--- config.mk ---
export PLATFORM = sky130hd
export DESIGN_NAME = encoder_soft_acceleration
export DESIGN_NICKNAME = d
export VERILOG_FILES = /design/src/hw/rtl/ens_pkg.sv /design/src/hw/rtl/ens_cfg.sv /design/src/hw/rtl/ens_front.sv /design/src/hw/rtl/ens_queue.sv /design/src/hw/rtl/ens_back.sv /design/src/hw/rtl/encoder_soft_acceleration.sv
export SDC_FILE = /design/constraint.sdc
export NUM_CORES = 1
export LEC_CHECK = 0
export ABC_AREA = 1
export CAP_MARGIN = 30
export CORE_MARGIN = 10
export CORE_UTILIZATION = 50
export CTS_BUF_LIST = sky130_fd_sc_hd__clkbuf_16
export DETAILED_ROUTE_END_ITERATION = 7
export DONT_BUFFER_PORTS = 1
export PLACE_DENSITY_LB_ADDON = 0.2
export SLEW_MARGIN = 30
export SYNTH_ARGS = -nofsm -noshare
export SYNTH_HDL_FRONTEND = slang
export SYNTH_HIERARCHICAL = 1
export SYNTH_SLANG_ARGS = --single-unit
--- constraint.sdc ---
create_clock -name clk -period 11.58 [get_ports clk]
set_input_delay 1.737 -clock clk [delete_from_list [all_inputs] [get_ports clk]]
set_output_delay 1.737 -clock clk [all_outputs]
set_load 0.02 [all_outputs]
--- src/hw/rtl/ens_pkg.sv ---
// Shared types, register map and constants for the encoder soft-acceleration block.
package ens_pkg;

  // Configuration register map
  localparam int REG_IDX_W = 3;
  localparam logic [REG_IDX_W-1:0] REG_RESET_GAP = 3'd0;
  localparam logic [REG_IDX_W-1:0] REG_FAST_GAP  = 3'd1;
  localparam logic [REG_IDX_W-1:0] REG_MID_GAP   = 3'd2;
  localparam logic [REG_IDX_W-1:0] REG_SLOW_GAP  = 3'd3;
  localparam logic [REG_IDX_W-1:0] REG_FAST_GAIN = 3'd4;
  localparam logic [REG_IDX_W-1:0] REG_MID_GAIN  = 3'd5;
  localparam logic [REG_IDX_W-1:0] REG_SLOW_GAIN = 3'd6;
  localparam logic [REG_IDX_W-1:0] REG_MAX_STEP  = 3'd7;

  localparam int GAP_W  = 16;
  localparam int GAIN_W = 7;
  localparam int MAXS_W = 7;
  localparam int CFG_DATA_W = 16;

  typedef struct packed {
    logic [GAP_W-1:0]  reset_gap;
    logic [GAP_W-1:0]  fast_gap;
    logic [GAP_W-1:0]  mid_gap;
    logic [GAP_W-1:0]  slow_gap;
    logic [GAIN_W-1:0] fast_gain;
    logic [GAIN_W-1:0] mid_gain;
    logic [GAIN_W-1:0] slow_gain;
    logic [MAXS_W-1:0] max_step;
  } cfg_t;

  localparam cfg_t CFG_RESET = '{
    reset_gap: 16'd400,
    fast_gap:  16'd40,
    mid_gap:   16'd100,
    slow_gap:  16'd180,
    fast_gain: 7'd20,
    mid_gain:  7'd16,
    slow_gain: 7'd13,
    max_step:  7'd6
  };

  // Gain of one, in tenths
  localparam logic [GAIN_W-1:0] GAIN_UNITY = 7'd10;

  // Accelerated deltas fit in 8 signed bits; their product with a gain in 16
  localparam int SDELTA_W = 8;
  localparam int PROD_W   = 16;
  localparam int MAG_W    = 15;

  // Divide by ten: floor(x / 10) = (x * 52429) >> 19 for x below 2**15
  localparam int QUOT_W = 11;
  localparam int RECIP_PROD_W = 32;
  localparam logic [RECIP_PROD_W-1:0] DIV10_RECIP = 32'd52429;
  localparam int DIV10_SHIFT = 19;
  localparam logic [MAG_W-1:0] TEN_MAG = 15'd10;

  // Product split as 10 * pq + pm, pm in 0..9
  localparam int PQ_W = 12;
  localparam int PM_W = 4;
  localparam logic [PM_W-1:0] TEN_PM = 4'd10;

  localparam int QUEUE_DEPTH = 4;

  typedef enum logic [1:0] {
    KIND_ZERO,
    KIND_PASS,
    KIND_ACCEL
  } kind_t;

  typedef struct packed {
    kind_t           kind;
    logic            clear;
    logic            neg;
    logic [PQ_W-1:0] pq;
    logic [PM_W-1:0] pm;
  } job_t;

endpackage

--- src/hw/rtl/ens_cfg.sv ---
// Configuration register file with reset values.
module ens_cfg (
  input  logic                               clk,
  input  logic                               rst_n,
  input  logic                               cfg_we,
  input  logic [ens_pkg::REG_IDX_W-1:0]      cfg_index,
  input  logic [ens_pkg::CFG_DATA_W-1:0]     cfg_data,
  output ens_pkg::cfg_t                      cfg
);

  ens_pkg::cfg_t cfg_r;
  ens_pkg::cfg_t cfg_nxt;

  always_comb begin
    cfg_nxt = cfg_r;
    if (cfg_we) begin
      unique case (cfg_index)
        ens_pkg::REG_RESET_GAP: cfg_nxt.reset_gap = cfg_data;
        ens_pkg::REG_FAST_GAP:  cfg_nxt.fast_gap  = cfg_data;
        ens_pkg::REG_MID_GAP:   cfg_nxt.mid_gap   = cfg_data;
        ens_pkg::REG_SLOW_GAP:  cfg_nxt.slow_gap  = cfg_data;
        ens_pkg::REG_FAST_GAIN: cfg_nxt.fast_gain = cfg_data[ens_pkg::GAIN_W-1:0];
        ens_pkg::REG_MID_GAIN:  cfg_nxt.mid_gain  = cfg_data[ens_pkg::GAIN_W-1:0];
        ens_pkg::REG_SLOW_GAIN: cfg_nxt.slow_gain = cfg_data[ens_pkg::GAIN_W-1:0];
        ens_pkg::REG_MAX_STEP:  cfg_nxt.max_step  = cfg_data[ens_pkg::MAXS_W-1:0];
        default: ;
      endcase
    end
  end

  always_ff @(posedge clk) begin
    if (!rst_n) begin
      cfg_r <= ens_pkg::CFG_RESET;
    end else begin
      cfg_r <= cfg_nxt;
    end
  end

  assign cfg = cfg_r;

endmodule

--- src/hw/rtl/ens_front.sv ---
// Front end: delta, classification, gain pick, product and divide-by-ten split.
module ens_front #(
  parameter int COUNT_BITS = 18,
  parameter int TIME_BITS  = 32
) (
  input  logic                         clk,
  input  logic                         rst_n,
  input  ens_pkg::cfg_t                cfg,
  input  logic                         push,
  output logic                         full,
  input  logic signed [COUNT_BITS-1:0] in_encoder_count,
  input  logic [31:0]                  in_now_ms,
  output logic                         q_push,
  input  logic                         q_full,
  output ens_pkg::job_t                q_job,
  output logic [COUNT_BITS:0]          q_delta
);

  localparam int STEP_W = COUNT_BITS + 1;

  logic [COUNT_BITS-1:0] last_count_r;
  logic [TIME_BITS-1:0]  last_event_r;

  // stage 1: classified beat
  logic                      s1_v_r;
  ens_pkg::kind_t            s1_kind_r;
  logic signed [STEP_W-1:0]  s1_delta_r;
  logic [ens_pkg::GAIN_W-1:0] s1_gain_r;
  logic                      s1_clear_r;

  // stage 2: product
  logic                       s2_v_r;
  ens_pkg::kind_t             s2_kind_r;
  logic [STEP_W-1:0]          s2_delta_r;
  logic signed [ens_pkg::PROD_W-1:0] s2_prod_r;
  logic                       s2_clear_r;

  logic accept, s2_free, s1_free;
  logic [TIME_BITS-1:0] now_t, elapsed;
  logic signed [STEP_W-1:0] delta, maxs_s;
  logic big;
  ens_pkg::kind_t kind;
  logic [ens_pkg::GAIN_W-1:0] gain;
  logic signed [ens_pkg::SDELTA_W-1:0] sd;
  logic signed [ens_pkg::GAIN_W:0] sg;
  logic signed [ens_pkg::PROD_W-1:0] prod;

  logic [ens_pkg::MAG_W-1:0] mag;
  logic [ens_pkg::RECIP_PROD_W-1:0] recip_prod;
  logic [ens_pkg::QUOT_W-1:0] quot;
  logic [ens_pkg::MAG_W-1:0] rem_full;
  logic [ens_pkg::PM_W-1:0] rem;

  assign s2_free = !s2_v_r || !q_full;
  assign s1_free = !s1_v_r || s2_free;
  assign full    = !s1_free;
  assign accept  = push && s1_free;

  assign now_t   = in_now_ms[TIME_BITS-1:0];
  assign elapsed = now_t - last_event_r;
  assign delta   = STEP_W'(in_encoder_count) - STEP_W'($signed(last_count_r));
  assign maxs_s  = $signed(STEP_W'(cfg.max_step));
  assign big     = (delta > maxs_s) || (delta < -maxs_s);

  always_comb begin
    if (delta == '0) begin
      kind = ens_pkg::KIND_ZERO;
    end else if (big) begin
      kind = ens_pkg::KIND_PASS;
    end else begin
      kind = ens_pkg::KIND_ACCEL;
    end
    // first gap that holds wins
    if (elapsed <= TIME_BITS'(cfg.fast_gap)) begin
      gain = cfg.fast_gain;
    end else if (elapsed <= TIME_BITS'(cfg.mid_gap)) begin
      gain = cfg.mid_gain;
    end else if (elapsed <= TIME_BITS'(cfg.slow_gap)) begin
      gain = cfg.slow_gain;
    end else begin
      gain = ens_pkg::GAIN_UNITY;
    end
  end

  // product of the narrow accelerated delta and the gain
  assign sd   = s1_delta_r[ens_pkg::SDELTA_W-1:0];
  assign sg   = $signed({1'b0, s1_gain_r});
  assign prod = ens_pkg::PROD_W'(sd) * ens_pkg::PROD_W'(sg);

  // split product into 10 * pq + pm with pm in 0..9
  assign mag = s2_prod_r[ens_pkg::PROD_W-1] ? ens_pkg::MAG_W'(-s2_prod_r)
                                            : s2_prod_r[ens_pkg::MAG_W-1:0];
  assign recip_prod = ens_pkg::RECIP_PROD_W'(mag) * ens_pkg::DIV10_RECIP;
  assign quot       = recip_prod[ens_pkg::DIV10_SHIFT +: ens_pkg::QUOT_W];
  assign rem_full   = mag - ens_pkg::MAG_W'(quot) * ens_pkg::TEN_MAG;
  assign rem        = rem_full[ens_pkg::PM_W-1:0];

  always_comb begin
    q_job.kind  = s2_kind_r;
    q_job.clear = s2_clear_r;
    q_job.neg   = s2_delta_r[STEP_W-1];
    if (!s2_prod_r[ens_pkg::PROD_W-1]) begin
      q_job.pq = ens_pkg::PQ_W'(quot);
      q_job.pm = rem;
    end else if (rem == '0) begin
      q_job.pq = -ens_pkg::PQ_W'(quot);
      q_job.pm = '0;
    end else begin
      q_job.pq = -ens_pkg::PQ_W'(quot) - ens_pkg::PQ_W'(1);
      q_job.pm = ens_pkg::TEN_PM - rem;
    end
  end

  assign q_delta = s2_delta_r;
  assign q_push  = s2_v_r && !q_full;

  always_ff @(posedge clk) begin
    if (!rst_n) begin
      last_count_r <= '0;
      last_event_r <= '0;
      s1_v_r       <= 1'b0;
      s2_v_r       <= 1'b0;
    end else begin
      if (accept) begin
        // a zero delta leaves the count where it already is
        last_count_r <= in_encoder_count;
        if (kind == ens_pkg::KIND_ACCEL) begin
          last_event_r <= now_t;
        end
        s1_v_r <= 1'b1;
      end else if (s2_free) begin
        s1_v_r <= 1'b0;
      end
      if (s1_v_r && s2_free) begin
        s2_v_r <= 1'b1;
      end else if (!q_full) begin
        s2_v_r <= 1'b0;
      end
    end
    if (accept) begin
      s1_kind_r  <= kind;
      s1_delta_r <= delta;
      s1_gain_r  <= gain;
      s1_clear_r <= elapsed > TIME_BITS'(cfg.reset_gap);
    end
    if (s1_v_r && s2_free) begin
      s2_kind_r  <= s1_kind_r;
      s2_delta_r <= s1_delta_r;
      s2_prod_r  <= prod;
      s2_clear_r <= s1_clear_r;
    end
  end

endmodule

--- src/hw/rtl/ens_queue.sv ---
// Short queue of classified beats between the front and back ends.
module ens_queue #(
  parameter int WIDTH = 38
) (
  input  logic             clk,
  input  logic             rst_n,
  input  logic             push,
  input  logic [WIDTH-1:0] din,
  output logic             full,
  input  logic             pop,
  output logic [WIDTH-1:0] dout,
  output logic             empty
);

  localparam int DEPTH = ens_pkg::QUEUE_DEPTH;
  localparam int PTR_W = $clog2(DEPTH);
  localparam int CNT_W = $clog2(DEPTH + 1);

  logic [WIDTH-1:0] mem [DEPTH];
  logic [PTR_W-1:0] wr_ptr_r, rd_ptr_r;
  logic [CNT_W-1:0] count_r;
  logic do_push, do_pop;

  assign full    = count_r == CNT_W'(DEPTH);
  assign empty   = count_r == '0;
  assign do_push = push && !full;
  assign do_pop  = pop && !empty;
  assign dout    = mem[rd_ptr_r];

  always_ff @(posedge clk) begin
    if (!rst_n) begin
      wr_ptr_r <= '0;
      rd_ptr_r <= '0;
      count_r  <= '0;
    end else begin
      if (do_push) begin
        wr_ptr_r <= (wr_ptr_r == PTR_W'(DEPTH - 1)) ? '0 : wr_ptr_r + PTR_W'(1);
      end
      if (do_pop) begin
        rd_ptr_r <= (rd_ptr_r == PTR_W'(DEPTH - 1)) ? '0 : rd_ptr_r + PTR_W'(1);
      end
      if (do_push && !do_pop) begin
        count_r <= count_r + CNT_W'(1);
      end else if (do_pop && !do_push) begin
        count_r <= count_r - CNT_W'(1);
      end
    end
    if (do_push) begin
      mem[wr_ptr_r] <= din;
    end
  end

`ifndef ASSERT_OFF
  a_count_bound: assert property (@(posedge clk) disable iff (!rst_n)
    count_r <= CNT_W'(DEPTH))
    else $error("queue count beyond depth");

  a_no_overflow: assert property (@(posedge clk) disable iff (!rst_n)
    push |-> !full)
    else $error("push into full queue");
`endif

endmodule

--- src/hw/rtl/ens_back.sv ---
// Back end: remainder arithmetic, clamp, saturation and result register.
module ens_back #(
  parameter int COUNT_BITS     = 18,
  parameter int REMAINDER_BITS = 16
) (
  input  logic                       clk,
  input  logic                       rst_n,
  input  ens_pkg::cfg_t              cfg,
  input  logic                       q_empty,
  input  ens_pkg::job_t              q_job,
  input  logic [COUNT_BITS:0]        q_delta,
  output logic                       q_pop,
  output logic                       empty,
  input  logic                       pop,
  output logic signed [COUNT_BITS:0] out_step_out
);

  localparam int STEP_W = COUNT_BITS + 1;
  // remainder held as 10 * rq + rm with rm in 0..9
  localparam int QW  = REMAINDER_BITS - 2;
  localparam int QSW = ((QW > ens_pkg::PQ_W) ? QW : ens_pkg::PQ_W) + 2;
  localparam longint HI_VAL = (longint'(1) << (REMAINDER_BITS - 1)) - 1;
  localparam longint LO_MAG = longint'(1) << (REMAINDER_BITS - 1);
  localparam longint HQ_VAL = HI_VAL / 10;
  localparam longint LQ_VAL = -((LO_MAG + 9) / 10);
  localparam logic signed [QSW:0] HQ_S = (QSW+1)'(HQ_VAL);
  localparam logic signed [QSW:0] LQ_S = (QSW+1)'(LQ_VAL);
  localparam logic [ens_pkg::PM_W-1:0] HM = ens_pkg::PM_W'(HI_VAL - 10 * HQ_VAL);
  localparam logic [ens_pkg::PM_W-1:0] LM = ens_pkg::PM_W'(-LO_MAG - 10 * LQ_VAL);

  logic signed [QW-1:0]      rq_r, rq_nxt;
  logic [ens_pkg::PM_W-1:0]  rm_r, rm_nxt;
  logic                      out_v_r;
  logic signed [STEP_W-1:0]  step_r, step_nxt;

  logic signed [QW-1:0]      rq_in;
  logic [ens_pkg::PM_W-1:0]  rm_in;
  logic [ens_pkg::PM_W:0]    m_sum;
  logic                      wrap;
  logic [ens_pkg::PM_W-1:0]  mp;
  logic signed [QSW-1:0]     q_sum, a_trunc, a_forced, a_clamp, maxs_s;
  logic signed [QSW:0]       rq_diff;
  logic [ens_pkg::PQ_W-1:0]  pq;

  assign q_pop = !q_empty && (!out_v_r || pop);
  assign empty = !out_v_r;
  assign out_step_out = step_r;

  assign rq_in = q_job.clear ? '0 : rq_r;
  assign rm_in = q_job.clear ? '0 : rm_r;
  assign pq    = q_job.pq;

  assign m_sum = {1'b0, rm_in} + {1'b0, q_job.pm};
  assign wrap  = m_sum >= {1'b0, ens_pkg::TEN_PM};
  assign mp    = wrap ? ens_pkg::PM_W'(m_sum - {1'b0, ens_pkg::TEN_PM})
                      : m_sum[ens_pkg::PM_W-1:0];

  // sum = 10 * q_sum + mp, mp in 0..9
  assign q_sum = {{(QSW-QW){rq_in[QW-1]}}, rq_in}
               + {{(QSW-ens_pkg::PQ_W){pq[ens_pkg::PQ_W-1]}}, pq}
               + {{(QSW-1){1'b0}}, wrap};

  // truncate toward zero: a negative sum with a fraction rounds up
  assign a_trunc  = (q_sum < 0 && mp != '0) ? q_sum + QSW'(1) : q_sum;
  assign a_forced = (a_trunc == '0) ? (q_job.neg ? -QSW'(1) : QSW'(1)) : a_trunc;
  assign maxs_s   = $signed(QSW'(cfg.max_step));

  always_comb begin
    if (a_forced > maxs_s) begin
      a_clamp = maxs_s;
    end else if (a_forced < -maxs_s) begin
      a_clamp = -maxs_s;
    end else begin
      a_clamp = a_forced;
    end
  end

  // the new remainder is the sum minus ten times the step taken
  assign rq_diff = (QSW+1)'(q_sum) - (QSW+1)'(a_clamp);

  always_comb begin
    rq_nxt   = rq_r;
    rm_nxt   = rm_r;
    step_nxt = '0;
    case (q_job.kind)
      ens_pkg::KIND_PASS: begin
        rq_nxt   = '0;
        rm_nxt   = '0;
        step_nxt = $signed(q_delta);
      end
      ens_pkg::KIND_ACCEL: begin
        step_nxt = STEP_W'(a_clamp);
        if (rq_diff > HQ_S || (rq_diff == HQ_S && mp > HM)) begin
          rq_nxt = QW'(HQ_S);
          rm_nxt = HM;
        end else if (rq_diff < LQ_S || (rq_diff == LQ_S && mp < LM)) begin
          rq_nxt = QW'(LQ_S);
          rm_nxt = LM;
        end else begin
          rq_nxt = rq_diff[QW-1:0];
          rm_nxt = mp;
        end
      end
      default: ;
    endcase
  end

  always_ff @(posedge clk) begin
    if (!rst_n) begin
      rq_r    <= '0;
      rm_r    <= '0;
      out_v_r <= 1'b0;
    end else begin
      if (q_pop) begin
        rq_r    <= rq_nxt;
        rm_r    <= rm_nxt;
        out_v_r <= 1'b1;
      end else if (pop) begin
        out_v_r <= 1'b0;
      end
    end
    if (q_pop) begin
      step_r <= step_nxt;
    end
  end

`ifndef ASSERT_OFF
  a_rm_digit: assert property (@(posedge clk) disable iff (!rst_n)
    rm_r < ens_pkg::TEN_PM)
    else $error("remainder digit out of range");

  a_rem_range: assert property (@(posedge clk) disable iff (!rst_n)
    ((QSW+1)'(rq_r) < HQ_S || ((QSW+1)'(rq_r) == HQ_S && rm_r <= HM))
    && ((QSW+1)'(rq_r) > LQ_S || ((QSW+1)'(rq_r) == LQ_S && rm_r >= LM)))
    else $error("remainder beyond saturation bounds");

  a_accel_step: assert property (@(posedge clk) disable iff (!rst_n)
    (q_pop && q_job.kind == ens_pkg::KIND_ACCEL) |=>
      (step_r != '0)
      && (step_r <= $signed(STEP_W'($past(cfg.max_step))))
      && (step_r >= -$signed(STEP_W'($past(cfg.max_step)))))
    else $error("accelerated step zero or beyond max_step");
`endif

endmodule

--- src/hw/rtl/encoder_soft_acceleration.sv ---
// Top level: encoder soft acceleration with decoupled front and back ends.
//
//   channel  | handshake        | payload
//   ---------+------------------+---------------------------------------
//   input    | push / full      | in_encoder_count, in_now_ms
//   result   | pop / empty      | out_step_out
//   config   | cfg_we           | cfg_index, cfg_data
//
// One beat is accepted per cycle while full is low; a result is visible after its
// input beat has passed the product stage, the queue write and the result register.
// The back end updates its remainder combinationally, registering it with each result.
// Reset (rst_n low, synchronous) loads register defaults and zeroes flags and history.
// A stalled result holds the back end; the queue then fills and full rises.
module encoder_soft_acceleration #(
  parameter int COUNT_BITS     = 18,
  parameter int TIME_BITS      = 32,
  parameter int REMAINDER_BITS = 16
) (
  input  logic                                clk,
  input  logic                                rst_n,
  input  logic                                push,
  output logic                                full,
  input  logic signed [COUNT_BITS-1:0]        in_encoder_count,
  input  logic [31:0]                         in_now_ms,
  output logic                                empty,
  input  logic                                pop,
  output logic signed [COUNT_BITS:0]          out_step_out,
  input  logic                                cfg_we,
  input  logic [ens_pkg::REG_IDX_W-1:0]       cfg_index,
  input  logic [ens_pkg::CFG_DATA_W-1:0]      cfg_data
);

  localparam int STEP_W = COUNT_BITS + 1;
  localparam int Q_W    = $bits(ens_pkg::job_t) + STEP_W;

  ens_pkg::cfg_t     cfg;
  ens_pkg::job_t     f_job, b_job;
  logic [STEP_W-1:0] f_delta, b_delta;
  logic              q_push, q_full, q_pop, q_empty;
  logic [Q_W-1:0]    q_din, q_dout;

  ens_cfg u_cfg (
    .clk       (clk),
    .rst_n     (rst_n),
    .cfg_we    (cfg_we),
    .cfg_index (cfg_index),
    .cfg_data  (cfg_data),
    .cfg       (cfg)
  );

  ens_front #(
    .COUNT_BITS (COUNT_BITS),
    .TIME_BITS  (TIME_BITS)
  ) u_front (
    .clk              (clk),
    .rst_n            (rst_n),
    .cfg              (cfg),
    .push             (push),
    .full             (full),
    .in_encoder_count (in_encoder_count),
    .in_now_ms        (in_now_ms),
    .q_push           (q_push),
    .q_full           (q_full),
    .q_job            (f_job),
    .q_delta          (f_delta)
  );

  assign q_din = {f_job, f_delta};

  ens_queue #(
    .WIDTH (Q_W)
  ) u_queue (
    .clk   (clk),
    .rst_n (rst_n),
    .push  (q_push),
    .din   (q_din),
    .full  (q_full),
    .pop   (q_pop),
    .dout  (q_dout),
    .empty (q_empty)
  );

  assign b_job   = q_dout[Q_W-1:STEP_W];
  assign b_delta = q_dout[STEP_W-1:0];

  ens_back #(
    .COUNT_BITS     (COUNT_BITS),
    .REMAINDER_BITS (REMAINDER_BITS)
  ) u_back (
    .clk          (clk),
    .rst_n        (rst_n),
    .cfg          (cfg),
    .q_empty      (q_empty),
    .q_job        (b_job),
    .q_delta      (b_delta),
    .q_pop        (q_pop),
    .empty        (empty),
    .pop          (pop),
    .out_step_out (out_step_out)
  );

endmodule
==> flow_summary.ini, run 1 <==
[outcome]
outcome = finished clean

[min_path]
hp-class = register to register
min_from = u_front/s1_delta_r[14]$_DFFE_PP_

[sta]
timing.final.ws_setup_ps = 1040
setup-tns-final_ps = 0
maxSlewHeadroom_pct = 35.0
worst_slew_pin_slew_ps = 975
period_share_pct = 91.0
max_freq_mhz = 94.9
period_needed_ps = 10540
maxSlewViolCount = 0
fin_skew_ps = 30.2
rsz0062_at_grt = false
final-hold-violation-count = 0
setup_viol = 0

[critical_path]
cp.required_ps = 12050
start_kind = register
critPathMaxStageDelay_ps = 580
crit_type = register to register
arrival_ps = 11020
path_common_cell = nand2_1
end_kind = register
crit_path_max_fanout = 46
critPathSlowestCell = fa_1

[synth]
synth_top_family_by_area = simple AND/OR/NAND/NOR gates
syn_area_per_cell_sq_um = 7.49
synth_compound_area_share_pct = 8.22
synth-seq-area-share_pct = 31.9
netlist_area_sq_um = 33600
syn_nets = 5014
synth-adder-area-share_pct = 19.7
synthCells = 4479
synth.area.mux_share_pct = 0
synth_seq_cells = 414
synthXorXnorAreaFrac_pct = 2.52
ys_types = 66
yosysWarnings = 6
ys_async_sr_fraction_pct = 0
synthSimpleGateAreaFrac_pct = 27.1
yosys_most_used_dff = edfxtp_1
synth_edf_count = 242

[flow_run]
drv_cap = 0

[die]
die_h_microns = 279
fp.dieArea_sq_um = 77900
die_w_microns = 279
io-pin-count = 95
start_util_pct = 50.8
core.rowCount = 94
core_sq_um = 66100

[clock_network]
htreeDepth = 2
cts_made_buffers = 46
hold_buffers = 0
clockBufferDepth = 3
clock-sinks = 414
cts_tree = done
clk_pin_slew_ps = 60
root_buffer = clkbuf_16
worstSkewPairLatency_ps = 600

[route]
routed_wirelength_mm = 84.4
route.detailed.drc = 0
routed_via_density = 5.22
postRouteAntennaNets = 0
drt_iter0_markers = 1971
vias = 27868
drtPass1Iterations = 6
wire_per_inst_microns = 15.8

[final_layout]
syn2layout_area_growth_pct = 6.93
final_cell_mix = nand2_1 (1,033), inv_1 (771), nor2_1 (536), ha_1 (349), nand3_1 (303)
mostFrequentLayoutCell = nand2_1
layout-drive-gt1-share_pct = 5.09
diodes = 0
nets = 4979

[global_route]
antenna_found_initial = 0
grt_pass1_vias = 26732
grt-ovfl-total = 0
grt_pass1_wl_mm = 138
grt_max_degree = 152
grt_usage_pct = 21.5

[place]
gp_congestion = 0.932
portBuffers = 0
dpl_worst_slack_ps = 654
hpwlAfterDp_mm = 65.8
==> worst max-delay path: cells and delay by family, from the launching register on <==
family / cells / cell delay [ps]
adders and majority gates: 9 / 2690
buffers and inverters: 9 / 1080
AOI/OAI and AO/OA: 14 / 2210
DFF: 1 / 430
xor gates and xnor gates: 2 / 360
and+or+nand+nor: 30 / 3630
==> state kept, by name, summed over array words and instances (netlist names), 4 cells and up, named ones only <==
register,flops
u_front/last_event_r,32
u_back/out_step_out,19
u_back/rm_r,4
u_front/last_count_r,18
u_queue/mem,156
u_front/s1_delta_r,19
u_front/q_delta,19
u_front/s1_gain_r,7
u_front/s2_prod_r,16
u_back/rq_r,14
u_cfg/cfg,92
==> synthesized netlist by cell type (7+ instances only) <==
master    instances  area [sq um]
nand3_2           7          70.1
buf_4            10          75.1
inv_1           759          2850
nor4_1            7          43.8
o21ai_1          13          65.1
dfxtp_1         172          3440
nor3_1           38           190
fa_1            112          2240
clkbuf_1         41           154
xnor2_1          25           219
nand2_1        1034          3880
o21bai_1          8          60.1
a211oi_1          7          52.6
nor2_1          543          2040
nand4_1          82           513
inv_2            18          67.6
nor2_4           12           135
or2_2             7          43.8
nand3_1         303          1520
buf_6            15           169
ha_1            349          4370
nand2_2          33           206
nand3b_1          8          60.1
o21ai_0         177           886
o22ai_1          39           244
edfxtp_1        242          7270
nor2_2           20           125
a21oi_1         210          1050
buf_2            28           140
buf_1             7          26.3
xor2_1           68           596
==> repair_timing <==
item | CTS | global route
endpoints found under the hold margin | 0 | 0
resized for setup | 0 | 7
setup endpoints to repair | 0 | 16
setup buffers | 0 | 0
==> through the flow <==
stage               utilization [%]  hold WS (ps)  cells  cell area (sq um)
finish                         54.3           414   5343              35900
global route                   54.3           421   5343              35900
CTS                            54.2           417   5342              35800
detailed placement             51.9           405   5259              34300
global placement               51.8           400   5259              34300
floorplan                         -           400   4479              33600
==> final cells by class <==
cell class,instances,area (sq um)
Tap cell,864,1080
Sequential cell,414,10700
Multi-Input combinational cell,3177,19400
Clock inverter,37,423
Fill cell,6436,30200
Timing Repair Buffer,23,193
Inverter,782,2940
Clock buffer,46,1150
==> per-layer routing <==
layer / part of all wire, % / global-route usage (%) / up-vias
met3: 5.9 / 3.76 / 140
met5: 0 / 0 / -
met1: 44 / 27.1 / 12740
met4: 2.9 / 6.47 / 0
met2: 48 / 37.1 / 655
li1: - / - / 14333
==> worst paths after layout <==
path | slack, ps | end | cells past startpoint
worst max-delay path | 1040 | u_back/rq_r[2]$_SDFFE_PN0P_ | 64
worst min-delay path | 410 | u_front/q_delta[14]$_DFFE_PP_ | 0
worst max register to register | 1040 | u_back/rq_r[2]$_SDFFE_PN0P_ | 64
worst min register to register | 410 | u_front/q_delta[14]$_DFFE_PP_ | 0
==> logic make-up (layout without fill, tap and decap cells) <==
group                    after synthesis  after routing
AO/OA/AOI/OAI                        502            502
XOR/XNOR                              95             95
adder cells (fa/ha/maj)              461            461
buffers and inverters                888            888
flip-flops                           414            414
AND/OR/NAND/NOR                     2119           2119
Power of run 1 is left out: the tool's default activity adds up to more than one toggle a clock period on the data nets, which glitch-free logic cannot reach.
==> run 2, diff against run 1 <==
==> constraint.sdc (replaced) <==
create_clock -name clk -period 11.5 [get_ports clk]
set_input_delay 1.725 -clock clk [delete_from_list [all_inputs] [get_ports clk]]
set_output_delay 1.725 -clock clk [all_outputs]
set_load 0.02 [all_outputs]
==> run 2 against run 1 <==
Clock-buffer cell count increased by 1. Sequential share of layout area about the same. Global-route usage decreased by 0.098 points. Critical endpoint is now u_back/rq_r[11]$_SDFFE_PN0P_. Non-clock buffer count increased by 2. Register-to-register slack improved by 170 ps. First-iteration DRC count increased by 1.6%. Critical path type unchanged. Worst setup slack improved by 170 ps. Clock skew decreased by 1.0 ps.
==> flow_summary.ini, run 2 (same netlist as run 1, synthesis figures left out) <==
[outcome]
outcome = finished clean

[flow_run]
drv_cap = 0

[route]
routed_wirelength_mm = 84.5
postRouteAntennaNets = 0
drtPass1Iterations = 5
drt_iter0_markers = 2003
wire_per_inst_microns = 15.8
vias = 27834
route.detailed.drc = 0
routed_via_density = 5.21

[clock_network]
worstSkewPairLatency_ps = 610
hold_buffers = 0
clockBufferDepth = 3
root_buffer = clkbuf_16
cts_resized = 0
post_cts_buffers = 0
clk_pin_slew_ps = 60
clock-sinks = 414
cts_tree = done
cts_made_buffers = 47
htreeDepth = 2

[final_layout]
final_cell_mix = nand2_1 (1,032), inv_1 (764), nor2_1 (536), ha_1 (349), nand3_1 (302)
syn2layout_area_growth_pct = 7.07
final_area_sq_um = 35900
max_flop_register = u_queue/mem
layout-drive-gt1-share_pct = 5.29
diodes = 0
largest_reg_flops = 156
mostFrequentLayoutCell = nand2_1
nets = 4982

[sta]
setup_viol = 0
maxSlewViolCount = 0
worst_slew_pin_slew_ps = 885
max_freq_mhz = 97.2
fin_skew_ps = 29.2
setup-tns-final_ps = 0
final-hold-violation-count = 0
maxSlewHeadroom_pct = 40.4
rsz0062_at_grt = false
period_needed_ps = 10290
period_share_pct = 89.5

[die]
io-pin-count = 95
core.rowCount = 94
die_w_microns = 279
die_h_microns = 279
core_sq_um = 66100
fp.dieArea_sq_um = 77900
start_util_pct = 50.8

[min_path]
min_from = u_front/s1_clear_r$_DFFE_PP_
hp-class = register to register
whs_endpoint = u_front/s2_clear_r$_DFFE_PP_
holdPathStages = 0

[place]
hpwlAfterDp_mm = 66.7
gp_congestion = 0.960
post_dp_cell_area_sq_um = 34300
portBuffers = 0

[global_route]
grt_pass1_vias = 26616
grt_usage_pct = 21.4
grt_max_degree = 152
antenna_found_initial = 3
grt-ovfl-total = 0
grt_pass1_wl_mm = 137

[critical_path]
end_kind = register
cp.required_ps = 11960
start_kind = register
path_buf_inv = 12
critPathMaxStageDelay_ps = 600
r2r_setup_slack_ps = 1210
path_delay_family = simple AND/OR/NAND/NOR gates
critPathSlowestCell = fa_1
crit_type = register to register
path_common_cell = nand2_1
rr_endpoint = u_back/rq_r[11]$_SDFFE_PN0P_
worstRegToRegCells = 64
crit_path_max_fanout = 33
arrival_ps = 10750
[run 2: cell type report]
| type | instances | area, sq um |
|---|---|---|
| fill | 6397 | 30200 |
| multi-input combinational | 3177 | 19400 |
| sequential | 414 | 10700 |
| inverter | 782 | 2950 |
| clock buffer | 47 | 1180 |
| tap | 864 | 1080 |
| clock inverter | 38 | 428 |
| timing repair buffer | 25 | 200 |
[run 2: per-layer routing]
| layer | GRT usage, % | wire, microns | up-vias |
|---|---|---|---|
| met1 | 26.5 | 37100 | 12754 |
| met4 | 7.90 | 2890 | 4 |
| met5 | 0 | 27 | - |
| li1 | - | - | 14341 |
| met2 | 37.1 | 40100 | 576 |
| met3 | 3.55 | 4370 | 159 |
[run 2: worst max path at each step]
| stage | startpoint | to | slack [ps] | cells past startpoint |
|---|---|---|---|---|
| 5_1_grt | register | u_back/rq_r[7]$_SDFFE_PN0P_ | 30 | 70 |
| 6_report | register | u_back/rq_r[11]$_SDFFE_PN0P_ | 1210 | 64 |
| 3_5_place_dp | register | u_back/rq_r[11]$_SDFFE_PN0P_ | 850 | 64 |
| 4_1_cts | register | u_back/rq_r[11]$_SDFFE_PN0P_ | 850 | 64 |
| 2_1_floorplan | register | u_back/rq_r[11]$_SDFFE_PN0P_ | 2120 | 69 |
| 3_3_place_gp | register | u_back/rq_r[2]$_SDFFE_PN0P_ | 980 | 64 |
[run 2: worst reg2reg max path, delay by kind of cell (launching register included)]
kind / cells / cell delay [ps]
buf+inv: 12 / 1510
xor+xnor: 2 / 410
simple gates: 29 / 3460
fa+ha+maj: 9 / 2700
flops: 1 / 380
compound gates: 12 / 1710
[run 2: per-stage QoR]
| step | setup slack (ps) | instances | hold WS [ps] | utilization [%] |
|---|---|---|---|---|
| floorplan | 2120 | 4479 | 400 | - |
| global placement | 984 | 5261 | 401 | 51.9 |
| detailed placement | 847 | 5261 | 405 | 51.9 |
| CTS | 852 | 5346 | 406 | 54.3 |
| global route | 31.7 | 5347 | 416 | 54.4 |
| finish | 1210 | 5347 | 408 | 54.4 |
Power of run 2 is left out for the same reason.
